**src/hdl/serial_command_line_decoder_top_defines.svh**
```systemverilog
// ----------------------------------------------------------------------------
// Assertion macros for the serial command line decoder
// Both macros assume a clock named clk and an active-low reset named rst_n.
// ----------------------------------------------------------------------------
`ifndef SERIAL_COMMAND_LINE_DECODER_TOP_DEFINES_SVH
`define SERIAL_COMMAND_LINE_DECODER_TOP_DEFINES_SVH

// Consequent must hold in the same cycle as the antecedent.
`define SCLD_ASSERT_NOW(label, ante, cons, msg) \
    label: assert property (@(posedge clk) disable iff (!rst_n) (ante) |-> (cons)) \
        else $error(msg);

// Consequent must hold in the cycle after the antecedent.
`define SCLD_ASSERT_NEXT(label, ante, cons, msg) \
    label: assert property (@(posedge clk) disable iff (!rst_n) (ante) |=> (cons)) \
        else $error(msg);

`endif

```
**src/hdl/scld_pkg.sv**
```systemverilog
// ----------------------------------------------------------------------------
// scld_pkg
// Shared types, command table and result codes of the command line decoder.
// ----------------------------------------------------------------------------
`default_nettype none

package scld_pkg;

    localparam int CMD_COUNT   = 5;
    localparam int CMD_MAX_LEN = 9;
    localparam int CODE_W      = 3;
    localparam int POS_W       = 8;

    // Result codes
    localparam logic [CODE_W-1:0] CODE_HELP      = 3'd0;
    localparam logic [CODE_W-1:0] CODE_TEST_UART = 3'd1;
    localparam logic [CODE_W-1:0] CODE_TEST_GPIO = 3'd2;
    localparam logic [CODE_W-1:0] CODE_TEST_ADC  = 3'd3;
    localparam logic [CODE_W-1:0] CODE_TEST_ALL  = 3'd4;
    localparam logic [CODE_W-1:0] CODE_UNKNOWN   = 3'd5;
    localparam logic [CODE_W-1:0] CODE_TOO_LONG  = 3'd6;

    // Special characters
    localparam logic [7:0] CHAR_CR  = 8'h0D;
    localparam logic [7:0] CHAR_LF  = 8'h0A;
    localparam logic [7:0] CHAR_NUL = 8'h00;

    // Command lengths, indexed by result code
    localparam logic [3:0] CMD_LEN [CMD_COUNT] = '{4'd4, 4'd9, 4'd9, 4'd8, 4'd8};

    // Command text, padded with zero bytes
    localparam logic [7:0] CMD_TEXT [CMD_COUNT][CMD_MAX_LEN] = '{
        '{"H", "E", "L", "P", 8'h00, 8'h00, 8'h00, 8'h00, 8'h00},
        '{"T", "E", "S", "T", " ", "U", "A", "R", "T"},
        '{"T", "E", "S", "T", " ", "G", "P", "I", "O"},
        '{"T", "E", "S", "T", " ", "A", "D", "C", 8'h00},
        '{"T", "E", "S", "T", " ", "A", "L", "L", 8'h00}
    };

    // One word waiting between front and back
    typedef struct packed {
        logic [7:0] data;
        logic       is_term;
        logic       is_zero;
    } item_t;

    // Line status reported by the back end
    typedef struct packed {
        logic                 emit;
        logic                 line_empty;
        logic                 zero_seen;
        logic [CMD_COUNT-1:0] match_alive;
    } line_status_t;

    // True when byte b matches command k at position pos
    function automatic logic cmd_char_match(input logic [2:0] k,
                                            input logic [POS_W-1:0] pos,
                                            input logic [7:0] b);
        logic in_range;
        in_range = (pos < POS_W'(CMD_LEN[k]));
        return in_range && (CMD_TEXT[k][pos[3:0]] == b);
    endfunction

endpackage

`default_nettype wire

```
**src/hdl/scld_front.sv**
```systemverilog
// ----------------------------------------------------------------------------
// scld_front
// Classifies each received byte as terminator, zero byte or ordinary text.
// ----------------------------------------------------------------------------
`default_nettype none

module scld_front (
    input  wire logic [7:0]    rx_data,
    output scld_pkg::item_t    item
);
    import scld_pkg::*;

    always_comb
    begin
        item.data    = rx_data;
        item.is_term = (rx_data == CHAR_CR) || (rx_data == CHAR_LF);
        item.is_zero = (rx_data == CHAR_NUL);
    end

endmodule

`default_nettype wire

```
**src/hdl/scld_queue.sv**
```systemverilog
// ----------------------------------------------------------------------------
// scld_queue
// Two-entry queue that decouples the front end from the back end.
// ----------------------------------------------------------------------------
`default_nettype none

module scld_queue (
    input  wire logic          clk,
    input  wire logic          rst_n,
    input  wire logic          push,
    input  scld_pkg::item_t    push_item,
    output logic               full,
    input  wire logic          pop,
    output logic               pop_valid,
    output scld_pkg::item_t    pop_item
);
    import scld_pkg::*;

    item_t      entry_reg [2];
    logic       wr_ptr_reg;
    logic       wr_ptr_next;
    logic       rd_ptr_reg;
    logic       rd_ptr_next;
    logic [1:0] count_reg;
    logic [1:0] count_next;
    logic       do_push;
    logic       do_pop;

    assign full      = (count_reg == 2'd2);
    assign pop_valid = (count_reg != 2'd0);
    assign pop_item  = entry_reg[rd_ptr_reg];
    assign do_push   = push && !full;
    assign do_pop    = pop && pop_valid;

    always_comb
    begin
        wr_ptr_next = do_push ? !wr_ptr_reg : wr_ptr_reg;
        rd_ptr_next = do_pop ? !rd_ptr_reg : rd_ptr_reg;
        count_next  = count_reg + 2'(do_push) - 2'(do_pop);
    end

    always_ff @(posedge clk or negedge rst_n)
    begin
        if (!rst_n)
        begin
            wr_ptr_reg <= 1'b0;
            rd_ptr_reg <= 1'b0;
            count_reg  <= 2'd0;
        end
        else
        begin
            wr_ptr_reg <= wr_ptr_next;
            rd_ptr_reg <= rd_ptr_next;
            count_reg  <= count_next;
        end
    end

    always_ff @(posedge clk)
    begin
        if (do_push)
        begin
            entry_reg[wr_ptr_reg] <= push_item;
        end
    end

endmodule

`default_nettype wire

```
**src/hdl/scld_back.sv**
```systemverilog
// ----------------------------------------------------------------------------
// scld_back
// Holds the line state, matches text against the commands, drives the result.
// ----------------------------------------------------------------------------
`default_nettype none

module scld_back #(
    parameter int LINE_CAPACITY = 32
) (
    input  wire logic                          clk,
    input  wire logic                          rst_n,
    input  wire logic                          item_valid,
    input  scld_pkg::item_t                    item,
    output logic                               item_pop,
    output logic                               out_valid,
    input  wire logic                          out_ready,
    output logic [scld_pkg::CODE_W-1:0]        out_code,
    output scld_pkg::line_status_t             status
);
    import scld_pkg::*;

    localparam int CW = $clog2(LINE_CAPACITY);
    localparam logic [CW-1:0] LAST_POS = CW'(LINE_CAPACITY - 1);
    localparam logic [CMD_COUNT-1:0] ALL_ALIVE = '1;

    logic [CW-1:0]        char_count_reg;
    logic [CW-1:0]        char_count_next;
    logic [CW-1:0]        text_length_reg;
    logic [CW-1:0]        text_length_next;
    logic                 zero_seen_reg;
    logic                 zero_seen_next;
    logic [CMD_COUNT-1:0] match_alive_reg;
    logic [CMD_COUNT-1:0] match_alive_next;
    logic                 out_valid_reg;
    logic                 out_valid_next;
    logic [CODE_W-1:0]    code_reg;
    logic [CODE_W-1:0]    code_next;

    logic                 fire;
    logic                 emit;
    logic [CMD_COUNT-1:0] char_ok;
    logic [CODE_W-1:0]    decided;

    // Take a word only when the result register is free or being emptied
    assign fire     = item_valid && (!out_valid_reg || out_ready);
    assign item_pop = fire;

    always_comb
    begin
        for (int k = 0; k < CMD_COUNT; k++)
        begin
            char_ok[k] = cmd_char_match(3'(k), POS_W'(char_count_reg), item.data);
        end

        // Lowest matching code wins
        decided = CODE_UNKNOWN;
        for (int k = CMD_COUNT - 1; k >= 0; k--)
        begin
            if (match_alive_reg[k] && (POS_W'(text_length_reg) == POS_W'(CMD_LEN[3'(k)])))
            begin
                decided = 3'(k);
            end
        end
    end

    always_comb
    begin
        char_count_next  = char_count_reg;
        text_length_next = text_length_reg;
        zero_seen_next   = zero_seen_reg;
        match_alive_next = match_alive_reg;
        code_next        = code_reg;
        emit             = 1'b0;

        if (fire)
        begin
            priority if (item.is_term)
            begin
                if (char_count_reg != '0)
                begin
                    emit             = 1'b1;
                    code_next        = decided;
                    char_count_next  = '0;
                    text_length_next = '0;
                    zero_seen_next   = 1'b0;
                    match_alive_next = ALL_ALIVE;
                end
            end
            else if (char_count_reg != LAST_POS)
            begin
                char_count_next = char_count_reg + 1'b1;
                if (!zero_seen_reg)
                begin
                    if (item.is_zero)
                    begin
                        zero_seen_next = 1'b1;
                    end
                    else
                    begin
                        match_alive_next = match_alive_reg & char_ok;
                        text_length_next = char_count_reg + 1'b1;
                    end
                end
            end
            else
            begin
                // Line full: drop the byte and clear the line
                emit             = 1'b1;
                code_next        = CODE_TOO_LONG;
                char_count_next  = '0;
                text_length_next = '0;
                zero_seen_next   = 1'b0;
                match_alive_next = ALL_ALIVE;
            end
        end

        out_valid_next = emit ? 1'b1 : (out_valid_reg && !out_ready);
    end

    always_ff @(posedge clk or negedge rst_n)
    begin
        if (!rst_n)
        begin
            char_count_reg  <= '0;
            text_length_reg <= '0;
            zero_seen_reg   <= 1'b0;
            match_alive_reg <= ALL_ALIVE;
            out_valid_reg   <= 1'b0;
        end
        else
        begin
            char_count_reg  <= char_count_next;
            text_length_reg <= text_length_next;
            zero_seen_reg   <= zero_seen_next;
            match_alive_reg <= match_alive_next;
            out_valid_reg   <= out_valid_next;
        end
    end

    always_ff @(posedge clk)
    begin
        code_reg <= code_next;
    end

    assign out_valid = out_valid_reg;
    assign out_code  = code_reg;

    always_comb
    begin
        status.emit        = emit;
        status.line_empty  = (char_count_reg == '0);
        status.zero_seen   = zero_seen_reg;
        status.match_alive = match_alive_reg;
    end

endmodule

`default_nettype wire

```
**src/hdl/serial_command_line_decoder_top.sv**
```systemverilog
// ----------------------------------------------------------------------------
// serial_command_line_decoder_top: command line decoder for a serial link
// Path: an accepted byte is written into the queue, then the line state update registers the result.
// Throughput: one byte per cycle while a stalled result sink does not hold the line state update.
// Reset: asynchronous, active low; clears the line and empties queue and output.
// ----------------------------------------------------------------------------
`default_nettype none
`include "serial_command_line_decoder_top_defines.svh"

module serial_command_line_decoder_top #(
    parameter int LINE_CAPACITY = 32
) (
    input  wire logic       clk,
    input  wire logic       rst_n,
    // Received byte stream
    input  wire logic       s_axis_tvalid,
    output logic            s_axis_tready,
    input  wire logic [7:0] s_axis_tdata,   // [7:0] rx_byte
    // Result stream
    output logic            m_axis_tvalid,
    input  wire logic       m_axis_tready,
    output logic [7:0]      m_axis_tdata    // [2:0] command_code, [7:3] zero
);
    import scld_pkg::*;

    item_t             front_item;
    item_t             queue_item;
    logic              queue_full;
    logic              queue_valid;
    logic              queue_pop;
    logic              in_fire;
    logic [CODE_W-1:0] result_code;
    line_status_t      line_status;

    // Front end: classify the incoming word. The queue takes it whenever
    // there is room, so ready never waits on the back end directly.
    assign s_axis_tready = !queue_full;
    assign in_fire       = s_axis_tvalid && s_axis_tready;

    scld_front u_front (
        .rx_data (s_axis_tdata),
        .item    (front_item)
    );

    // Two entries keep the stream moving at full rate: in steady state the
    // back end drains one word for every word the front end pushes.
    scld_queue u_queue (
        .clk       (clk),
        .rst_n     (rst_n),
        .push      (in_fire),
        .push_item (front_item),
        .full      (queue_full),
        .pop       (queue_pop),
        .pop_valid (queue_valid),
        .pop_item  (queue_item)
    );

    // Back end: advance the line state and hold any result in its output
    // register until the sink takes it.
    scld_back #(
        .LINE_CAPACITY (LINE_CAPACITY)
    ) u_back (
        .clk        (clk),
        .rst_n      (rst_n),
        .item_valid (queue_valid),
        .item       (queue_item),
        .item_pop   (queue_pop),
        .out_valid  (m_axis_tvalid),
        .out_ready  (m_axis_tready),
        .out_code   (result_code),
        .status     (line_status)
    );

    // Pad the result code up to a whole byte
    assign m_axis_tdata = {{(8 - CODE_W){1'b0}}, result_code};

    // A zero byte is only ever recorded on a line that holds characters
    `SCLD_ASSERT_NOW(a_zero_needs_chars, line_status.zero_seen, !line_status.line_empty,
        "zero byte flagged on an empty line")

    // An empty line keeps every command candidate alive
    `SCLD_ASSERT_NOW(a_empty_all_alive, line_status.line_empty,
        line_status.match_alive == {CMD_COUNT{1'b1}},
        "empty line with a command flag cleared")

    // Every result clears the line and is presented on the next cycle
    `SCLD_ASSERT_NEXT(a_emit_clears, line_status.emit,
        line_status.line_empty && m_axis_tvalid,
        "result issued without clearing the line")

    // Only defined codes leave the block
    `SCLD_ASSERT_NOW(a_code_defined, m_axis_tvalid, m_axis_tdata[2:0] <= CODE_TOO_LONG,
        "undefined command code on output")

endmodule

`default_nettype wire

```
**config.mk**
```make
export PLATFORM = sky130hd
export DESIGN_NAME = serial_command_line_decoder_top
export DESIGN_NICKNAME = d
export VERILOG_FILES = /design/src/hdl/scld_pkg.sv /design/src/hdl/scld_front.sv /design/src/hdl/scld_queue.sv /design/src/hdl/scld_back.sv /design/src/hdl/serial_command_line_decoder_top.sv
export VERILOG_INCLUDE_DIRS = /design/src /design/src/hdl
export SDC_FILE = /design/constraint.sdc
export NUM_CORES = 1
export LEC_CHECK = 0
export ABC_CLOCK_PERIOD_IN_PS = 2100
export BUFFER_PORTS_ARGS = -buffer_cell sky130_fd_sc_hd__buf_2
export CAP_MARGIN = 5
export CORE_ASPECT_RATIO = 0.8
export CORE_MARGIN = 8
export CORE_UTILIZATION = 34
export DETAILED_ROUTE_END_ITERATION = 10
export PLACE_DENSITY = 0.6
export SETUP_SLACK_MARGIN = 0.02
export SLEW_MARGIN = 20
export SYNTH_ARGS = -nofsm -noshare
export SYNTH_HDL_FRONTEND = slang
export SYNTH_SLANG_ARGS = --single-unit
```
**constraint.sdc**
```tcl
create_clock -name clk -period 2.1 [get_ports clk]
set_input_delay 0.42 -clock clk [delete_from_list [all_inputs] [get_ports clk]]
set_output_delay 0.42 -clock clk [all_outputs]
set_load 0.01 [all_outputs]
```
Word level (Yosys, flattened, before mapping) --
Memory sizes are Yosys's and may differ from the RTL's. Cells that the tools add are included.
Cells by class: bitwise gates (word level) 2, equal/unequal tests 17, reductions and logical operators 28, muxes and demuxes 42, $add $sub $neg 3, magnitude comparators 4
Operators with widths (number):
- $mux 8 | 10
- $mux 5 | 12
- $eq 8x8->1 | 5
- $mux 3 | 7
- $eq 8x4->1 const B | 2
- $eq 5x4->1 const B | 3
- $logic_and 1x1->1 | 15
- $mux 1 | 13
- $lt 5x4->1 const B | 2
- $logic_not 8->1 | 1
- $ne 3x3->1 const B | 2
- $add 5x1->5 const B | 1
- $and 5x5->5 | 1
- $eq 5x3->1 const B | 1
- $ge 5x5->1 const B | 1
- $logic_not 1->1 | 5
- $lt 5x3->1 const B | 1
- $ne 5x5->1 const B | 1
- $not 4->5 | 1
- $reduce_bool 5->1 | 1
- $reduce_and 4->1 | 1
- $reduce_and 3->1 | 1
- $add 2x1->2 | 1
- $eq 2x2->1 const B | 1
- other kinds (6) | 7
Storage, ports and cells: output and inout port bits 10, word-level logic and storage cells 111, bits in writable memories 20, memories 6, ROM bits 640, bits of input ports 12, bits in registers 24
Memory list:
- (name not given) | words 16, bits a word 8, read ports 1, clocked after Yosys merged registers in 0, write ports 0, line scld_pkg.sv:61 | return in_range && (CMD_TEXT[k][pos[3:0]] == b);
- (name not given) | words 16, bits a word 8, read ports 1, clocked after Yosys merged registers in 0, write ports 0, line scld_pkg.sv:61
- (name not given) | words 16, bits a word 8, read ports 1, clocked after Yosys merged registers in 0, write ports 0, line scld_pkg.sv:61
- (name not given) | words 16, bits a word 8, read ports 1, clocked after Yosys merged registers in 0, write ports 0, line scld_pkg.sv:61
- (name not given) | words 16, bits a word 8, read ports 1, clocked after Yosys merged registers in 0, write ports 0, line scld_pkg.sv:61
- u_queue.entry_reg | words 2, bits a word 10, read ports 1, clocked after Yosys merged registers in 0, write ports 1, line scld_queue.sv:19 | item_t entry_reg [2];

Depth between registers and ports, before layout --
Gate-level depths: netlist of run 1.
depth in word-level cells 11, depth in mapped cells 9, depth with buffers taken out 8

By module --
Synthesis of run 1 repeated with hierarchy kept, for this count alone.
Unflattened totals: cell total of the unflattened synthesis 257, area, all modules 2763.9 µm²
By module, submodules not included:
- scld_back | area each 1676.6 µm², seq. area each 521.8 µm², cells an instance 186, instances 1
- scld_queue | area each 923.4 µm², seq. area each 700.7 µm², cells an instance 49, instances 1
- scld_front | area each 112.6 µm², seq. area each 0.0 µm², cells an instance 14, instances 1
- serial_command_line_decoder_top | area each 51.3 µm², seq. area each 0.0 µm², cells an instance 8, instances 1

Least setup slack after synthesis of run 1 --
Ideal clock, no wire load.
path type reg2reg, from reg u_back.char_count_reg[0], to reg u_back.match_alive_reg[2], library setup time 0.082 ns, data arrival time 1.890 ns, stages on the path, launching flop included 10, buffers on the path 1, path slack 0.128 ns, cells stage by stage dfrtp_1 inv_1 ha_1 clkbuf_1 mux2i_1 xnor2_1 nor3_1 a41oi_1 o32a_1 o21ai_1
Between the ends: cells in the longest elaborated chain, start to end 11
Ends and longest elaborated chain:
- start: declaration | line scld_back.sv:26 | logic [CW-1:0] char_count_reg;
- start signal: assignment | line scld_back.sv:132 | char_count_reg <= char_count_next;
- $not 4->5 (not written as such) | line scld_pkg.sv:61
- $mem_v2 16x8
- $mux 8 (not written as such) (2 in a row) | line scld_pkg.sv:61
- $eq 8x8->1 | line scld_pkg.sv:61
- $logic_and 1x1->1 | line scld_pkg.sv:61
- $and 5x5->5 | line scld_back.sv:100 | match_alive_next = match_alive_reg & char_ok;
- $mux 5 | line scld_back.sv:94 | if (item.is_zero)
- $mux 5 | line scld_back.sv:92 | if (!zero_seen_reg)
- $mux 5 | line scld_back.sv:89 | else if (char_count_reg != LAST_POS)
- $mux 5 | line scld_back.sv:77 | priority if (item.is_term)
- end signal: assignment | line scld_back.sv:135 | match_alive_reg <= match_alive_next;
- end: declaration | line scld_back.sv:32 | logic [CMD_COUNT-1:0] match_alive_reg;
Several ways; a longest one is shown, not always the timed one. The select of a mux whose other input is x is not followed. A chain may end at the register's enable or synchronous reset.

Worst setup path in the final report of run 1 --
from reg u_back.char_count_reg[0], to reg u_back.match_alive_reg[0]
Same word-level chain as after synthesis.

==> impl_results.md, run 1 <==
* CP Data Required Time at approximately 2.3 ns
* Static Leak at around 1.2 nW
* Mapped cell area at approximately 0.0027 sq mm
* Sequential power share at 31.7%
* Worst vdd ir at approximately 640 uV
* Core ar. at approximately 0.0078 sq mm
* Clock latency on the worst-skew pair at between 0.2 and 0.3 ns
* Final period util at between 90 and 100%
* Tmin final at 1.944 ns
* WL per Instance at 14.82 um
* Max Clock Freq at 0.5143 GHz
* RSZ-0062 raised after global routing: yes
* Hold crit path type: in -> async
* GRT Overall Usage at between 10% and 20%
* Critical path's slowest cell: dfrtp_1
* Hold WS at roughly 0.078 ns
* Crit path buf inv count at 2
* Fin nets at about 300
* Detail Route Antenna Nets at 0
* Most common cell after layout, fill and taps aside: edfxtp_1
* Htree depth at 2
* Drt first pass iters at 4
* Cells after Synth at between 200 and 300
* CP Data Arrival Time at ~2.2 ns
* Worst-case clock skew at just over 0.006 ns
* I/O pin count at 22
* Area of placed instances at 0.002962 sq mm
* Gate power share at a little under three fifths
* Mapped Avg Cell Area at approximately 11 sq um
* Max reg flops at 20
* Highest-count cells in the layout ignoring fill and taps: 23 x edfxtp_1, 19 x buf_4, 18 x xnor2_1, 17 x a21oi_1, 16 x buf_2
* Clock-pin slew on the worst setup and hold paths at around 0.08 ns
* Initial drt markers at around 110
* Register bit total from synthesis at 44
* Vias per inst at around 5
* Initial antenna violation count at 0
* DR vias at ~2.0k
* WL final at ~6000 um
* Post-synth EDFFs at 23
* DRC violations left at 0
* Worst Setup Start Kind: flip-flop
* Cell variety after synth at 48
* CP cell instances: buf_4 > ha_1 > and3_1 > ha_1 > nand2b_1 > o21ai_1 > buf_4 > a21oi_1 > o21ai_0
* Max-slew violations at 0
* Critical path peak fanout at 12
* Post-Place Worst Slack at ~0.12 ns
* Switching portion of total power at a little over two fifths
* First-pass GRT wire length at ~9800 um
* Worst setup margin at roughly 0.16 ns
* Sw power at between 1.5 and 2 mW
* Clk network pwr share at 11.2%
* Kind of critical path: reg -> reg
* Hpwl dp at 4571 um
* Overflow left after global routing at 0
* Finish-stage setup viols at 0
* Root buffer cell: clkbuf_8
* Slowest Stage Delay on Critical Path at between 0.4 and 0.5 ns
* Fraction of layout instances using a drive strength above 1 at a little under a quarter
* Clock Tree Buf Depth at 2
* Sequential area share after synthesis at 45.42%
* Largest net degree at the start of global routing at 22
* Post-synth top flop: edfxtp_1
* DIE WIDTH at 115.5 um
* Starting density of the core at 34.50%
* Design Power at approximately 4.6 mW
* FP Rows at 29
* Final RePlAce weighted congestion at approximately 0.89
* Full die area at 0.01104 sq mm
* Total clock sinks at 44
* Worst setup EP type: flip-flop
* Cell family with most CP delay: adder cells
* Share of async-settable or async-resettable flops after synthesis at between 40% and 50%
* Run status: finished clean
* TritonCTS clock tree: yes
* Final design area excluding fillers at 0.003073 sq mm
* PortBufs at 16
* Setup_tns at 0 ns
* Die height at ~96 um
* Synth warn at 0
* Pwr dens at approximately 1500 mW/mm^2
* Final hold violation count at 0
* CTS Buf Count at 5
* Antenna cells at 0
* Vias in the first global route at around 2k
* Area growth, synth to finish at 14.18%
* Total internal power at approximately 2.7 mW
* MaxCap Viol Count at 0
area by class of cell:
cell class	count	area [sq um]
fill	738	4728
multi-input combinational	185	1338
sequential	44	1224
timing repair buffer	36	242.7
tap	108	135.1
clock buffer	6	72.57
inverter	13	48.80
clock inverter	2	12.51
final timing paths:
kind	from	to	slack, ns	depth (start not counted)
min in group clk	s_axis_tdata[6]	u_queue.entry_reg[0][8]	0.32	1
hold / removal	rst_n	u_back.char_count_reg[0]	0.08	1
max in group asynchronous	rst_n	u_back.char_count_reg[2]	1.66	1
hold reg to reg	u_queue.wr_ptr_reg	u_queue.wr_ptr_reg	0.50	1
setup / recovery	u_back.char_count_reg[0]	u_back.match_alive_reg[0]	0.16	9
setup reg to reg	u_back.char_count_reg[0]	u_back.match_alive_reg[0]	0.16	9
kinds of logic (layout without fill, tap and decap cells):
logic type,after synthesis,in the layout,share of synthesized area [%]
AND/OR/NAND/NOR,67,67,13.30
AO/OA/AOI/OAI,62,62,14.69
flip-flops,44,44,45.42
buffers and inverters,30,57,6.369
XOR/XNOR,21,21,6.834
multiplexers,19,19,8.136
adder cells (fa/ha/maj),11,11,5.114
other,1,5,0.1393
metrics by stage:
| step | instances | util (%) |
|---|---|---|
| global placement | 386 | 37.96 |
| global route | 394 | 39.39 |
| CTS | 394 | 39.05 |
| finish | 394 | 39.39 |
| floorplan | 259 | - |
| detailed placement | 386 | 37.96 |
cells in the mapped netlist (4+ instances only):
cell type / number / area [sq um]
o21ai_0: 13 / 65.06
o32a_1: 4 / 40.04
mux2_2: 7 / 78.83
edfxtp_1: 23 / 690.7
mux2i_1: 9 / 90.09
inv_1: 13 / 48.80
xnor2_1: 18 / 157.7
buf_4: 9 / 67.56
nor4_1: 7 / 43.79
nand4_1: 5 / 31.28
clkbuf_1: 5 / 18.77
nand2_1: 14 / 52.55
nor2_1: 15 / 56.30
ha_1: 11 / 137.6
nand3_1: 5 / 25.02
dfrtp_1: 16 / 400.4
a21oi_1: 17 / 85.08
dfstp_2: 5 / 131.4
o21ai_1: 5 / 25.02
a31oi_1: 5 / 31.28
metal layers:
layer  global-route usage, %  share of wire, %  up-vias
met4                   3.272              0.79        0
met1                   15.73                51      930
li1                        -                 -      980
met2                   17.10                43       49
met5                       0                 0        -
met3                   2.532               5.4        5
power by group through the flow:
stage                     logic, mW  clock network, mW  registers (mW)
after global routing           2.92              0.566            1.50
after global placement         2.54                  0            1.48
final                          2.64              0.515            1.46
after detailed placement       2.57                  0            1.48
after floorplan                1.92                  0            1.43
after CTS                      2.58              0.527            1.46
what timing repair did:
action / CTS / global route
hold buffers: 0 / 0
gates resized for setup: 0 / 6
setup buffers: 0 / 0
setup endpoints to repair: 0 / 5
Power figures use the tool's default switching activity.
==> run 2: changes to the inputs <==
--- a/config.mk
+++ b/config.mk
@@ -9,11 +9,13 @@
 export ABC_CLOCK_PERIOD_IN_PS = 2100
 export BUFFER_PORTS_ARGS = -buffer_cell sky130_fd_sc_hd__buf_2
 export CAP_MARGIN = 5
+export CELL_PAD_IN_SITES_DETAIL_PLACEMENT = 0
+export CELL_PAD_IN_SITES_GLOBAL_PLACEMENT = 1
 export CORE_ASPECT_RATIO = 0.8
 export CORE_MARGIN = 8
 export CORE_UTILIZATION = 34
 export DETAILED_ROUTE_END_ITERATION = 10
-export PLACE_DENSITY = 0.6
+export PLACE_DENSITY = 0.59
 export SETUP_SLACK_MARGIN = 0.02
 export SLEW_MARGIN = 20
 export SYNTH_ARGS = -nofsm -noshare
==> run 2 against run 1 <==
Final cell count is the same. Die area unchanged. Sequential share of layout area shrank 0.54 points. Clock power rose by 25%. Critical path type unchanged. Largest cell class unchanged. Largest power group unchanged.
==> impl_results.md, run 2 (synthesis gave the netlist of run 1 again) <==
* Area of placed instances at 0.002952 sq mm
* Top cell by count, worst path: ha_1
* Slowest Stage Delay on Critical Path at roughly 0.44 ns
* Core ar. at slightly below 0.008 sq mm
* Final hold violation count at 0
* Worst-case clock skew at approximately 0.0091 ns
* CP Data Required Time at 2.35 ns
* Tmin final at approximately 2.0 ns
* Critical path's slowest cell: dfrtp_1
* Fraction of layout instances using a drive strength above 1 at 24.83%
* TritonCTS clock tree: yes
* Root buffer cell: clkbuf_8
* Antenna cells at 0
* DR vias at 2007
* Highest-count cells in the layout ignoring fill and taps: 23 x edfxtp_1, 18 x xnor2_1, 17 x a21oi_1, 17 x buf_4, 16 x buf_2
* Initial antenna violation count at 0
* WL final at between 6000 and 7000 um
* Initial drt markers at 94
* Clock latency on the worst-skew pair at 0.31 ns
* Critical path peak fanout at 5
* Final RePlAce weighted congestion at about 0.8
* Most common cell after layout, fill and taps aside: edfxtp_1
* Most used routing layer: met1
* WL per Instance at approximately 16 um
* Setup slack, reg-to-reg at ~0.12 ns
* Design Power at ~4.8 mW
* Final period util at between 90% and 100%
* PortBufs at 16
* RSZ-0062 raised after global routing: no
* Area growth, synth to finish at 15.85%
* Met1 Use GR at roughly 18%
* CP Data Arrival Time at 2.24 ns
* DRC violations left at 0
* Drt first pass iters at 4
* Die height at roughly 96 um
* Clock Tree Buf Depth at 2
* Max-slew violations at 0
* Fin nets at 308
* Finish-stage setup viols at 0
* GRT Overall Usage at around 12%
* First-pass GRT wire length at 10420 um
* Vias in the first global route at around 1.9k
* Max Clock Freq at ~0.50 GHz
* Worst vdd ir at 562.0 uV
* Final Core Density at between 30% and 40%
* Global-route met3 utilization at 2.785%
* Hpwl dp at between 4000 and 5000 um
* Total clock sinks at between 40 and 50
* Detail Route Antenna Nets at 0
* Clock-pin slew on the worst setup and hold paths at 0.10 ns
* Htree depth at 2
* DIE WIDTH at roughly 120 um
* I/O pin count at 22
* Met2 Use GR at ~18%
* Static Leak at 1.197 nW
* FP Rows at 29
* Pwr dens at ~1500 mW/mm^2
* Starting density of the core at between 30 and 40%
* Largest net degree at the start of global routing at 24
* MaxCap Viol Count at 0
* CP cell instances: ha_1 > and3_1 > ha_1 > nand2b_1 > o21ai_2 > clkdlybuf4s15_2 > a22o_1
* Overflow left after global routing at 0
* Final design area excluding fillers at between 0.003 and 0.004 sq mm
* Run status: finished clean
* Vias per inst at 5.094
* Kind of critical path: reg -> reg
* Hold crit path type: in -> async
* Worst setup EP type: flip-flop
* Worst Setup Start Kind: flip-flop
* Slew margin rel. at between 60% and 70%
* Full die area at about 0.011 sq mm
* CTS Buf Count at 5
* Max reg flops at 20
* Worst-margin pin slew at a little over 0.5 ns
-- run 2: repair_timing --
item                                    4_1_cts  5_1_grt
endpoints found under the setup margin        2        4
gates resized for setup                       3        6
buffers inserted                              0        2
hold buffers                                  0        0
pin swaps                                     0        1
gates cloned                                  0        1
-- run 2: power breakdown --
part | total (mW) | switching, mW | internal [mW]
Sequential | 1.50 | 0.234 | 1.26
Clock | 0.644 | 0.332 | 0.311
Combinational | 2.67 | 1.46 | 1.21
-- run 2: layer usage --
| layer | wire [um] | up-vias |
|---|---|---|
| met5 | 0 | - |
| met4 | 51 | 0 |
| met3 | 362 | 5 |
| met2 | 2684 | 59 |
| met1 | 3243 | 957 |
| li1 | - | 986 |
-- run 2: final cells by class --
class	instances	area (sq um)
fillers	770	4683
multi-input cells	185	1340
flip-flops and latches	44	1225
repair buffers	36	259.0
well taps	108	135.1
clock buffers	6	93.84
inverters	13	48.80
clock inverters	2	16.27
-- run 2: per-stage QoR --
stage	hold WS, ns	setup slack (ns)	cells	TNS [ns]
final	0.07012	0.1186	394	0
after global routing	0.1083	0.01649	394	0
after CTS	0.08991	0.03177	391	0
after floorplan	0.1244	0.1282	259	0
after global placement	0.4246	-0.08887	383	-0.08887
after detailed placement	0.4249	-0.09049	383	-0.09049
-- run 2: path summary, 6_finish.rpt --
path | startpoint | endpoint | cells after the start
worst min-delay path | rst_n | u_back.text_length_reg[3] | 1
max in group asynchronous | rst_n | u_queue.rd_ptr_reg | 1
worst max register to register | u_back.char_count_reg[0] | u_back.text_length_reg[0] | 7
worst min register to register | u_queue.wr_ptr_reg | u_queue.wr_ptr_reg | 1
min in group clk | s_axis_tdata[6] | u_queue.entry_reg[0][8] | 1
worst max-delay path | u_back.char_count_reg[0] | u_back.text_length_reg[0] | 7
-- run 2: critical path: cells and delay by family (launching register included) --
kind                     cells  cell delay, ns
AND/OR/NAND/NOR              2            0.42
adder cells (fa/ha/maj)      2            0.44
flip-flops                   1            0.44
AO/OA/AOI/OAI                2            0.35
buffers and inverters        1            0.28
==> run 3: changes to the inputs <==
--- a/config.mk
+++ b/config.mk
@@ -14,6 +14,7 @@
 export CORE_ASPECT_RATIO = 0.8
 export CORE_MARGIN = 8
 export CORE_UTILIZATION = 34
+export CTS_BUF_LIST = sky130_fd_sc_hd__clkbuf_2
 export DETAILED_ROUTE_END_ITERATION = 10
 export PLACE_DENSITY = 0.59
 export SETUP_SLACK_MARGIN = 0.02
==> run 3 against run 2 <==
Combinational power about the same. Clock-buffer cell count is 1 lower. Die area unchanged. Critical endpoint unchanged. Highest routed layer unchanged.
==> impl_results.md, run 3 (synthesis gave the netlist of run 1 again) <==
* TritonCTS clock tree: yes
* Max reg flops at 20
* DRC violations left at 0
* Root buffer cell: clkbuf_2
* Full die area at around 0.011 sq mm
* WL final at 6343 um
* Largest net degree at the start of global routing at 24
* Worst-case clock skew at 0.02677 ns
* DIE WIDTH at roughly 120 um
* Starting density of the core at between 30% and 40%
* FP Rows at 29
* Tmin final at about 2 ns
* Slew margin rel. at ~66%
* Static Leak at between 1 and 1.5 nW
* Die height at 95.58 um
* Worst-margin pin slew at 0.5150 ns
* Hold WS at around 0.20 ns
* Overflow left after global routing at 0
* Total clock sinks at 44
* Initial drt markers at between 70 and 80
* Worst setup EP type: flip-flop
* GRT Overall Usage at ~12%
* Drt first pass iters at 5
* Finish-stage setup viols at 0
* Fraction of layout instances using a drive strength above 1 at between 20 and 25%
* Max Clock Freq at ~0.50 GHz
* Worst vdd ir at about 600 uV
* Area growth, synth to finish at 14.51%
* Final hold violation count at 0
* Final RePlAce weighted congestion at 0.8055
* Core ar. at 0.007801 sq mm
* WL per Instance at around 16 um
* Hold crit path type: in -> reg
* Critical path peak fanout at 5
* Run status: finished clean
* Fin nets at between 300 and 400
* RSZ-0062 raised after global routing: yes
* Most common cell after layout, fill and taps aside: edfxtp_1
* Final period util at between 90% and 100%
* Clock Tree Buf Depth at 2
* DR vias at 2034
* Clock-pin slew on the worst setup and hold paths at 0.27 ns
* Setup_tns at 0 ns
* Initial antenna violation count at 0
* Kind of critical path: reg -> reg
* Clock latency on the worst-skew pair at around 0.43 ns
* First-pass GRT wire length at ~10000 um
* I/O pin count at 22
* Highest-count cells in the layout ignoring fill and taps: 23 x edfxtp_1, 18 x xnor2_1, 17 x a21oi_1, 16 x buf_2, 16 x buf_4
* CP Data Arrival Time at ~2.4 ns
* Antenna cells at 0
* Filler Cells Inserted at between 700 and 800
* Multi-input logic area at roughly 0.0013 sq mm
* CP Data Required Time at 2.50 ns
* Pwr dens at ~1500 mW/mm^2
* Final Core Density at around 40%
* Register area at roughly 0.0012 sq mm
* PortBufs at 16
* Vias in the first global route at between 1.5k and 2k
* Vias per inst at between 5 and 6
* Max-slew violations at 0
* Htree depth at 2
* Worst Setup Start Kind: flip-flop
* CTS Buf Count at 5
* Hpwl dp at 4796 um
* MaxCap Viol Count at 0
* Detail Route Antenna Nets at 0
run 3: cell types whose count changed in the layout (fill, tap and decap cells not counted), sizes merged:
cell	delta
dlygate4sd3	+1
clkbuf	-1
buf	-1
bufinv	+1
run 3: repair_timing:
item	4_1_cts	5_1_grt
pin swaps	0	1
setup endpoints to repair	3	5
hold buffers	1	0
endpoints found under the hold margin	16	0
setup buffers	0	1
gates cloned	0	1
resized for setup	3	7
run 3: layout make-up:
class / instances / area share, %
repair buffers: 36 / 8.486
multi-input cells: 185 / 43.48
well taps: 108 / 4.385
inverters: 13 / 1.583
flip-flops and latches: 44 / 39.75
clock buffers: 5 / 0.8120
clock inverters: 3 / 1.502
run 3: per-stage QoR:
stage	power (mW)	worst slack, ns	area [sq um]	cells
2_1_floorplan	3.349	0.1282	2706	259
3_3_place_gp	4.038	-0.08887	2952	383
3_5_place_dp	4.037	-0.09049	2952	383
4_1_cts	4.574	0.01080	3039	392
5_1_grt	5.018	0.005701	3082	394
6_report	4.664	0.08842	3082	394
run 3: final timing paths:
path | to | depth (start not counted) | slack (ns) | startpoint
setup / recovery | u_back.text_length_reg[0] | 7 | 0.09 | u_back.char_count_reg[0]
hold / removal | u_queue.entry_reg[0][8] | 1 | 0.20 | s_axis_tdata[6]
setup reg to reg | u_back.text_length_reg[0] | 7 | 0.09 | u_back.char_count_reg[0]
hold reg to reg | u_queue.wr_ptr_reg | 1 | 0.51 | u_queue.wr_ptr_reg
max in group asynchronous | u_queue.rd_ptr_reg | 2 | 1.25 | rst_n
min in group asynchronous | u_back.text_length_reg[3] | 2 | 0.44 | rst_n
run 3: routing by layer:
layer	global-route usage (%)	up-vias	wire length, um
met5	0	-	0
met4	2.617	0	42
met3	2.722	5	319
met2	17.58	56	2681
met1	17.83	985	3299
li1	-	988	-
run 3: power breakdown:
group          switching (mW)  internal, mW
Combinational            1.46          1.19
Sequential              0.237          1.26
Clock                   0.312         0.205
Total                    2.01          2.65
run 3: worst max-delay path: stages (launching register included):
cell and delay (ns):
dfrtp_1 0.49, ha_1 0.24, and3_1 0.22, ha_1 0.20, nand2b_1 0.20, o21ai_2 0.22
clkdlybuf4s15_2 0.28, a22o_1 0.14
